--- src/rtl/mgmt_pkg.sv ---
// Shared types and constants for the multicast group membership table.
`timescale 1ns / 1ps
`default_nettype none
package mgmt_pkg;
  localparam int MacW = 48;
  localparam int IpW = 32;
  localparam int MaxResults = 16;

  typedef enum logic [2:0] {
    FN_ADD = 3'd0, FN_JOIN = 3'd1, FN_LEAVE = 3'd2, FN_LOOKUP = 3'd3, FN_LEAVE_ALL = 3'd4
  } func_t;

  typedef enum logic [2:0] {
    ST_OK = 3'd0, ST_PRESENT = 3'd1, ST_NOT_FOUND = 3'd2, ST_FULL = 3'd3, ST_EMPTY = 3'd4
  } status_t;

  localparam logic [23:0] McastPrefix = 24'h01005e;

  // classified command from front end to engine
  typedef struct packed {
    logic [2:0]      func;
    logic            known;
    logic [IpW-1:0]  group_ip;
    logic [MacW-1:0] station_mac;
    logic [MacW-1:0] lookup_mac;
  } cmd_t;

  typedef enum logic [3:0] {
    S_IDLE, S_SCAN, S_SCAN_DONE, S_RD, S_RDW, S_CHK, S_SHIFT_RD, S_SHIFT_WR,
    S_DEL, S_LIST_RD, S_LIST_W, S_LIST_OUT, S_EMIT, S_NEXT_SLOT
  } state_t;
endpackage
`default_nettype wire

--- src/rtl/mgmt_front.sv ---
// Front end: accepts commands, classifies the function code, and queues them.
`timescale 1ns / 1ps
`default_nettype none
module mgmt_front
  import mgmt_pkg::*;
(
  input  wire logic clk,
  input  wire logic rst,
  input  wire logic in_valid,
  output logic      in_ready,
  input  wire logic [2:0] in_func,
  input  wire logic [IpW-1:0] in_ip,
  input  wire logic [MacW-1:0] in_sta,
  input  wire logic [MacW-1:0] in_lmac,
  output logic      cmd_valid,
  input  wire logic cmd_ready,
  output cmd_t      cmd
);
  cmd_t q [2];
  logic wp, rp;
  logic [1:0] cnt;
  logic push, pop, known;

  always_comb begin
    unique case (in_func) inside
      FN_ADD, FN_JOIN, FN_LEAVE, FN_LOOKUP, FN_LEAVE_ALL: known = 1'b1;
      default: known = 1'b0;
    endcase
  end

  assign in_ready  = (cnt != 2'd2);
  assign push      = in_valid && in_ready;
  assign cmd_valid = (cnt != 2'd0);
  assign pop       = cmd_valid && cmd_ready;
  assign cmd       = q[rp];

  always_ff @(posedge clk) begin
    if (push) q[wp] <= '{func: in_func, known: known, group_ip: in_ip,
                         station_mac: in_sta, lookup_mac: in_lmac};
  end

  always_ff @(posedge clk) begin
    if (rst) begin
      wp <= 1'b0; rp <= 1'b0; cnt <= 2'd0;
    end else begin
      if (push) wp <= ~wp;
      if (pop) rp <= ~rp;
      cnt <= cnt + {1'b0, push} - {1'b0, pop};
    end
  end
endmodule
`default_nettype wire

--- config.mk ---
export PLATFORM = sky130hd
export DESIGN_NAME = mgmt_front
export DESIGN_NICKNAME = d
export VERILOG_FILES = /design/src/rtl/mgmt_pkg.sv /design/src/rtl/mgmt_front.sv
export SDC_FILE = /design/constraint.sdc
export NUM_CORES = 1
export LEC_CHECK = 0
export BUFFER_PORTS_ARGS = -buffer_cell sky130_fd_sc_hd__buf_2
export CAP_MARGIN = 15
export CORE_ASPECT_RATIO = 0.6
export CORE_MARGIN = 2
export CORE_UTILIZATION = 54
export CTS_BUF_LIST = sky130_fd_sc_hd__clkbuf_2 sky130_fd_sc_hd__clkbuf_4 sky130_fd_sc_hd__clkbuf_8
export CTS_CLUSTER_SIZE = 20
export DETAILED_ROUTE_END_ITERATION = 8
export PLACE_DENSITY_LB_ADDON = 0.2
export SLEW_MARGIN = 25
export SYNTH_ARGS = -nofsm -noshare
export SYNTH_HDL_FRONTEND = slang
export SYNTH_SLANG_ARGS = --single-unit
--- constraint.sdc ---
create_clock -name clk -period 7.5 [get_ports clk]
set_input_delay 0.375 -clock clk [delete_from_list [all_inputs] [get_ports clk]]
set_output_delay 0.375 -clock clk [all_outputs]
set_load 0.01 [all_outputs]
-- Word-level counts from Yosys, hierarchy flattened
Memories as Yosys holds them, arrays and structs flattened. A register that Yosys moved wholly into a read port is not among the register bits.
Index checks and enable logic that the tools add are counted.
- muxes and demuxes: 5
- equality and inequality tests: 5
- bitwise logic cells: 2
- reductions and logical operators: 5
- add/subtract/negate cells: 2
- operators with widths (cell ; number):
    3-bit by 2-bit == test with 1-bit output, second input constant ; 2
    1-bit two-way mux ; 5
    5-bit OR reduction ; 1
    3-bit by 1-bit == test with 1-bit output, second input constant ; 1
    3-bit == test, second input constant ; 1
    3-bit zero test ; 1
    2-bit by 1-bit adder with 2-bit output ; 1
    1-bit logical AND ; 2
    2-bit != test, second input constant ; 1
    1-bit NOT ; 2
    2-bit nonzero test ; 1
    2-bit by 1-bit subtractor with 2-bit output ; 1
- output and inout bits: 134
- logic and storage cells: 23
- memories kept: 1
- flip-flop bits (word level): 4
- bits in writable memories: 264
- input bits: 135
- memory list (name ; depth ; bits a word ; rd ports ; clocked after memory_dff ; write ports ; RTL line ; source):
    q ; 2 ; 132 ; 1 ; 1 ; 1 ; mgmt_front.sv:19 ; cmd_t q [2];

-- Depth between registers and ports, before layout
Gate-level depths: netlist of the first run.
- word-level depth: 4
- mapped depth: 8
- mapped depth without buffers: 8

-- Least setup slack after synthesis of the first run
OpenSTA, ideal clock, no wires.
- path kind: register -> register
- start: reg cnt[0]
- end: mem q[0][0] (netlist bit), enable pin
- stages on the path, launching flop included: 4
- data arrival time: 6.129 ns
- buffers on the path: 0
- period minus slack after synthesis: 6.754 ns
- required time: 6.875 ns
- setup time: 0.625 ns
- setup slack: 0.746 ns
- cells stage by stage: dfxtp_1 nand2b_1 nand2_1 nor2_1
- word-level cells in the longest chain between the ends: 4
- ends and longest elaborated chain (item ; RTL line ; source):
    from (decl) ; mgmt_front.sv:21 ; logic [1:0] cnt;
    from (signal assigned) ; mgmt_front.sv:48 ; cnt <= cnt + {1'b0, push} - {1'b0, pop};
    2-bit != test ; mgmt_front.sv:31 ; assign in_ready = (cnt != 2'd2);
    net in_ready ; mgmt_front.sv:10 ; output logic in_ready,
    1-bit logical AND ; mgmt_front.sv:32 ; assign push = in_valid && in_ready;
    1-bit two-way mux ; mgmt_front.sv:38 ; if (push) q[wp] <= '{func: in_func, known: known, group_ip: in_ip,
    1-bit two-way mux (not written as such) ; mgmt_front.sv:38 ;
    to (decl) ; mgmt_front.sv:19 ;
The timed path passes the listed nets, and every way through them passes these cells.

==> results of run 1 <==
[layout make-up]
cell class                      count  area, um^2  share of cell area (%)
Multi-Input combinational cell    152        1930                    15.6
Clock buffer                       55         676                    5.45
Inverter                            1        3.75                  0.0303
Sequential cell                   269        8030                    64.7
Tap cell                          240         300                    2.42
Clock inverter                     15        70.1                   0.565
Timing Repair Buffer              273        1380                    11.1
Antenna cell                        4        10.0                  0.0807
[cells in the final DEF (no fill, tap or decap)]
cell type / instances
and2_1: 1
and3_4: 1
buf_2: 268
buf_4: 4
buf_6: 1
clkbuf_4: 13
clkbuf_8: 42
clkinv_1: 8
clkinv_2: 5
clkinvlp_4: 2
dfxtp_1: 4
dfxtp_4: 1
diode_2: 4
edfxtp_1: 264
ha_1: 2
inv_1: 1
mux2_2: 53
mux2_4: 80
nand2_1: 1
nand2b_1: 1
nor2_1: 4
nor2_4: 1
nor2b_1: 2
nor3_1: 1
o21a_1: 1
o21ai_0: 1
or2_2: 1
xnor2_1: 1
xor2_1: 1
[sequential cells by signal, summed over array words and instances (netlist names), named ones only]
signal / count
rp: 1
wp: 1
cnt: 2
q: 264
[how the worst max path moves through the flow]
| stage | slack, ns | cells past startpoint | startpoint | endpoint |
|---|---|---|---|---|
| 6_report | 4.54 | 3 | register | cmd[124] |
| 5_1_grt | 4.39 | 3 | register | cmd[40] |
| 4_1_cts | 4.49 | 3 | register | cmd[42] |
| 3_5_place_dp | 4.81 | 3 | cnt[0]$_SDFF_PP0_ | q[1][89]$_DFFE_PP_ |
| 3_3_place_gp | 4.95 | 3 | cnt[0]$_SDFF_PP0_ | q[1][84]$_DFFE_PP_ |
| 2_1_floorplan | 0.75 | 3 | cnt[0]$_SDFF_PP0_ | q[0][0]$_DFFE_PP_ |
[worst max-delay path: cells and delay by family, from the launching register on]
| kind | cells | cell delay, ns |
|---|---|---|
| flops | 1 | 0.72 |
| buf+inv | 2 | 0.91 |
| mux | 1 | 0.41 |
[metal layers]
metal	vias up	GRT usage (%)	part of all wire (%)	routed length, um
met3	34	6.59	8.9	1690
met2	227	30.0	47	8950
met1	2427	23.9	42	8070
met5	-	0	0	0
met4	0	5.88	1.8	345
li1	2347	-	-	-
[cell families after synthesis]
kind of cell,count (synthesis),share of synthesized area (%)
buf+inv,16,1.44
compound gates,2,0.124
fa+ha+maj,2,0.248
flops,269,79.6
xor+xnor,2,0.174
simple gates,13,0.645
mux,133,17.8
[power by group through the flow]
| stage | sequential [mW] | clock [mW] | combinational [mW] |
|---|---|---|---|
| 2_1_floorplan | 2.05 | 0 | 0.834 |
| 4_1_cts | 2.04 | 1.14 | 1.19 |
| 6_report | 2.04 | 1.10 | 1.17 |
| 3_3_place_gp | 2.05 | 0 | 1.17 |
| 3_5_place_dp | 2.07 | 0 | 1.19 |
| 5_1_grt | 2.06 | 1.21 | 1.25 |
==> results.sh, run 1 <==
export IMPL_status="finished, final reports clean"
export IMPL_hold_end="q[1][117]$_DFFE_PP_"
export IMPL_die_y_um=110
export IMPL_drive_gt1_share_pct=61.7
export IMPL_drtIter0Drc=277
export IMPL_yosysMostFrequentCell="edfxtp_1"
export IMPL_dpl_hpwl_um=12600
export IMPL_clkPwrFrac_pct=25.6
export IMPL_ir_worst_vdd_v=0.000305
export IMPL_finalSetupTns_ns=0
export IMPL_cts_buffer_depth=3
export IMPL_place_inst=935
export IMPL_final_nets=874
export IMPL_grt_pass1_vias=5270
export IMPL_post_route_period_util_pct=39.4
export IMPL_dr_pass1_iters=4
export IMPL_slew_violations=0
export IMPL_drcViolationCount=0
export IMPL_synth_top_area_cell="edfxtp_1"
export IMPL_worst_pin_slew_ns=0.959
export IMPL_crit_required_ns=7.12
export IMPL_port_buffers=268
export IMPL_critical_path_max_stage_delay_ns=0.77
export IMPL_pin_count=269
export IMPL_critical_path_max_fanout=47
export IMPL_cp_data_arrival_time_ns=2.58
export IMPL_instances_no_fill=1009
export IMPL_grt_max_degree=81
export IMPL_grt_setup_unrepaired="no"
export IMPL_post_cts_resized=0
export IMPL_routed_via_count=5035
export IMPL_reg2reg_depth=3
export IMPL_cts_buffers=40
export IMPL_r2r_end="q[1][87]$_DFFE_PP_"
export IMPL_dieArea_um2=19800
export IMPL_yosysTopAreaCellShare_pct=78.6
export IMPL_fin_util_pct=68.1
export IMPL_syn2layout_area_growth_pct=22.9
export IMPL_swShare_pct=27.9
export IMPL_synthFlopType="edfxtp_1"
export IMPL_slew_headroom_pct=36.0
export IMPL_synth_cells=437
export IMPL_cts_sinks=269
export IMPL_reg2reg_from="cnt[0]$_SDFF_PP0_"
export IMPL_hold_buffers=0
export IMPL_comb_power_share_pct=27.2
export IMPL_p_seq_share_pct=47.2
export IMPL_finalSetupViolations=0
export IMPL_hold_start="in_ip[21]"
export IMPL_syn_area_um2=10100
export IMPL_synth_edf_count=264
export IMPL_die_w_um=180
export IMPL_synthArstFlopShare_pct=0
export IMPL_fin_crit_ns=2.96
export IMPL_vias_per_cell=4.99
export IMPL_cts_tree="done"
export IMPL_cp_slowest_cell="buf_4"
export IMPL_routabilityCongestion=0.741
export IMPL_synth_seq_area_share_pct=79.6
export IMPL_finalInstanceArea_um2=12400
export IMPL_post_cts_buffers=0
export IMPL_place_area_um2=11600
export IMPL_drtAntennaViolNets=0
export IMPL_fmax_ghz=0.338
export IMPL_finalHoldViolations=0
export IMPL_cts_htree_levels=2
export IMPL_cap_violations=0
export IMPL_clock_latency_ns=0.51
export IMPL_grt_pass1_wl_um=28200
export IMPL_fin_worst_skew_ns=0.0143
export IMPL_worst_slack_ns=4.54
export IMPL_root_buffer="clkbuf_8"
export IMPL_preCtsSetupSlack_ns=4.81
export IMPL_wl_per_cell_um=18.9
export IMPL_ys_warn_count=0
export IMPL_initial_core_util_pct=55.4
export IMPL_netlist_top_cells_count="edfxtp_1 (264), mux2_4 (80), mux2_2 (53), buf_6 (9)"
export IMPL_drt_wl_total_um=19100
export IMPL_min_path_cells=1
export IMPL_leakagePower_nw=4.81
export IMPL_switchingPower_mw=1.20
export IMPL_synth_nets=574
export IMPL_ys_types=21
export IMPL_end_kind="output pin"
export IMPL_syn_avg_cell_area_um2=23.1
export IMPL_synthTopCellsByArea="edfxtp_1 (79%), mux2_4 (12%), mux2_2 (5.9%)"
export IMPL_crit_type="reg2out"
export IMPL_holdCritPathClass="in2reg"
export IMPL_antenna_found_initial=3
export IMPL_cp_start_kind="register"
export IMPL_cp_cell_sequence="buf_4, mux2_2, buf_2"
export IMPL_core_area_um2=18200
export IMPL_fin_hold_ws_ns=0.0485
export IMPL_reg2reg_slack_ns=5.11
export IMPL_grt_overflow_total=0
export IMPL_p_per_area_nw_per_um2=348
export IMPL_nFillCells=1248
export IMPL_finalPower_mw=4.31
export IMPL_num_rows=38
export IMPL_p_int_mw=3.11
export IMPL_synth_seq_cells=269
export IMPL_grt_usage_pct=18.6
export IMPL_clk_pin_slew_ns=0.07
No activity file was read; power rests on OpenSTA's default activity.
==> run 2: changes to the inputs <==
--- a/config.mk
+++ b/config.mk
@@ -5,11 +5,12 @@
 export SDC_FILE = /design/constraint.sdc
 export NUM_CORES = 1
 export LEC_CHECK = 0
+export ABC_AREA = 1
 export BUFFER_PORTS_ARGS = -buffer_cell sky130_fd_sc_hd__buf_2
 export CAP_MARGIN = 15
 export CORE_ASPECT_RATIO = 0.6
 export CORE_MARGIN = 2
-export CORE_UTILIZATION = 54
+export CORE_UTILIZATION = 49
 export CTS_BUF_LIST = sky130_fd_sc_hd__clkbuf_2 sky130_fd_sc_hd__clkbuf_4 sky130_fd_sc_hd__clkbuf_8
 export CTS_CLUSTER_SIZE = 20
 export DETAILED_ROUTE_END_ITERATION = 8
==> constraint.sdc (replaced) <==
create_clock -name clk -period 2.7 [get_ports clk]
set_input_delay 0.135 -clock clk [delete_from_list [all_inputs] [get_ports clk]]
set_output_delay 0.135 -clock clk [all_outputs]
set_load 0.01 [all_outputs]
==> run 2 against run 1 <==
Compared with the run above:
- clock power grew to 2.8 times the previous value
- first-iteration DRC count increased by 18%
- clock skew down 0.0044 ns
- critical path depth unchanged
- highest routed layer unchanged
==> results.sh, run 2 <==
export IMPL_status="finished, final reports clean"
export IMPL_p_per_area_nw_per_um2=839
export IMPL_synth_cells=450
export IMPL_worst_pin_slew_ns=0.611
export IMPL_cts_buffers=40
export IMPL_synth_seq_area_share_pct=79.4
export IMPL_cp_start_kind="register"
export IMPL_root_buffer="clkbuf_8"
export IMPL_dieArea_um2=21800
export IMPL_slew_headroom_pct=59.3
export IMPL_fmax_ghz=0.492
export IMPL_cp_data_arrival_time_ns=1.90
export IMPL_netlist_top_cells_count="edfxtp_1 (264), mux2_4 (80), mux2_2 (52)"
export IMPL_grt_max_degree=103
export IMPL_finalSetupViolations=0
export IMPL_synthTopCellsByArea="edfxtp_1 (78%), mux2_4 (12%), mux2_2 (5.8%)"
export IMPL_reg2reg_depth=5
export IMPL_grt_setup_unrepaired="no"
export IMPL_r2r_end="q[1][52]$_DFFE_PP_"
export IMPL_cp_cell_sequence="buf_12, mux2_4, buf_2"
export IMPL_syn2layout_area_growth_pct=37.3
export IMPL_routed_via_count=5685
export IMPL_post_cts_buffers=0
export IMPL_dpl_hpwl_um=12700
export IMPL_critical_path_max_fanout=70
export IMPL_synthArstFlopShare_pct=0
export IMPL_leakagePower_nw=5.43
export IMPL_ys_types=14
export IMPL_initial_core_util_pct=50.2
export IMPL_num_rows=40
export IMPL_clk_pin_slew_ns=0.06
export IMPL_cts_sinks=269
export IMPL_nFillCells=1322
export IMPL_routabilityCongestion=0.806
export IMPL_cts_tree="done"
export IMPL_fin_crit_ns=2.03
export IMPL_dr_pass1_iters=6
export IMPL_ir_worst_vdd_v=0.000803
export IMPL_synth_seq_cells=269
export IMPL_final_nets=1022
export IMPL_fin_util_pct=69.0
export IMPL_reg2reg_slack_ns=1.12
export IMPL_synth_top_area_cell="edfxtp_1"
export IMPL_port_buffers=268
export IMPL_drtIter0Drc=328
export IMPL_core_area_um2=20100
export IMPL_drcViolationCount=0
export IMPL_finalHoldViolations=0
export IMPL_critical_path_max_stage_delay_ns=0.37
export IMPL_yosysTopAreaCellShare_pct=78.4
export IMPL_clock_latency_ns=0.50
export IMPL_drive_gt1_share_pct=51.9
export IMPL_syn_area_um2=10100
export IMPL_ys_warn_count=0
export IMPL_syn_avg_cell_area_um2=22.5
export IMPL_finalSetupTns_ns=0
export IMPL_synth_edf_count=264
export IMPL_cp_slowest_cell="dfxtp_4"
export IMPL_crit_type="reg2out"
export IMPL_drt_wl_total_um=21100
export IMPL_hold_start="rst"
export IMPL_grt_usage_pct=18.8
export IMPL_hold_end="cnt[0]$_SDFF_PP0_"
export IMPL_yosysMostFrequentCell="edfxtp_1"
export IMPL_die_y_um=115
export IMPL_holdCritPathClass="in2reg"
export IMPL_post_route_period_util_pct=75.2
export IMPL_multiInputGateArea_um2=1930
export IMPL_cts_htree_levels=2
export IMPL_pin_count=269
export IMPL_synthFlopType="edfxtp_1"
export IMPL_final_cell_mix="buf_2 (268), edfxtp_1 (264), dlygate4sd3_1 (134)"
export IMPL_drtAntennaViolNets=0
export IMPL_crit_required_ns=2.57
export IMPL_vias_per_cell=4.79
export IMPL_largest_register="q"
export IMPL_grt_overflow_total=0
export IMPL_die_w_um=189
export IMPL_cap_violations=0
export IMPL_cts_buffer_depth=3
export IMPL_min_path_cells=3
export IMPL_grt_pass1_wl_um=31700
export IMPL_fin_worst_skew_ns=0.00987
export IMPL_antenna_found_initial=2
export IMPL_end_kind="output pin"
export IMPL_final_common_cell="buf_2"
export IMPL_reg2reg_from="cnt[0]$_SDFF_PP0_"
export IMPL_reg_largest_list="q x264, cnt x2"
export IMPL_wl_per_cell_um=17.7
export IMPL_grt_pass1_vias=6118
export IMPL_largest_reg_flops=264
export IMPL_regArea_um2=8030
export IMPL_synth_nets=587
export IMPL_slew_violations=0
## run 2: cell types whose count changed in the layout (fill, tap and decap cells not counted), sizes merged, moves of 2 or more
cell	change
inv	+7
nand3	+3
a21oi	+2
nor2	+4
dlygate4sd3	+134
diode	-2
nor2b	-2
nand2	+7
clkbuf	+2
## run 2: through the flow
step / area (um^2) / hold WS [ns] / std cells / total power [mW] / setup WS (ns)
CTS: 13900 / 0.290 / 1186 / 11.8 / 0.646
global placement: 11800 / 0.300 / 982 / 8.46 / 1.17
floorplan: 10100 / 0.199 / 450 / 7.50 / -0.196
global route: 13900 / 0.324 / 1188 / 12.2 / 0.600
detailed placement: 11800 / 0.306 / 982 / 8.54 / 1.15
finish: 13900 / 0.332 / 1188 / 11.7 / 0.669
## run 2: worst max path at each step
| stage | from | to | cells past startpoint |
|---|---|---|---|
| after global routing | register | cmd[53] | 3 |
| after floorplan | cnt[0]$_SDFF_PP0_ | q[0][0]$_DFFE_PP_ | 4 |
| after detailed placement | cnt[0]$_SDFF_PP0_ | q[1][48]$_DFFE_PP_ | 5 |
| after CTS | register | cmd[128] | 3 |
| after global placement | cnt[0]$_SDFF_PP0_ | q[1][48]$_DFFE_PP_ | 5 |
| final | register | cmd[53] | 3 |
## run 2: worst max-delay path: cells and delay by family (launching register included)
family	cells	cell delay, ns
buffers and inverters	2	0.49
DFF	1	0.37
muxes	1	0.37
## run 2: final cells by class
cell class	count	share of cell area, %
tap	273	2.46
sequential	269	57.9
multi-input combinational	157	13.9
timing repair buffer	408	20.1
clock buffer	57	4.93
antenna	2	0.0361
clock inverter	13	0.388
inverter	9	0.270
## run 2: per-layer routing
metal | up-vias | part of all wire, % | wire [um] | global-route usage (%)
li1 | 2646 | - | - | -
met1 | 2784 | 42 | 8900 | 24.0
met2 | 216 | 48 | 10200 | 31.5
met3 | 39 | 7.6 | 1600 | 5.77
met4 | 0 | 2.0 | 424 | 5.99
met5 | - | 0 | 0 | 0
## run 2: repair_timing
action	CTS	global route
endpoints found under the setup margin	0	0
hold buffers	134	0
hold endpoints to repair	269	0
gates resized for setup	0	0
## run 2: report_power, final
part	leakage [nW]	switching, mW	internal, mW
clock network	0.390	1.44	1.63
registers	2.51	0.157	5.30
logic	2.53	1.58	1.55
## run 2: logic make-up after synthesis
kind of cell,Yosys count,share of synthesized area [%]
DFF,269,79.4
muxes,132,17.7
buffers and inverters,24,1.73
and+or+nand+nor,20,0.780
AOI/OAI and AO/OA,3,0.148
adders and majority gates,2,0.248
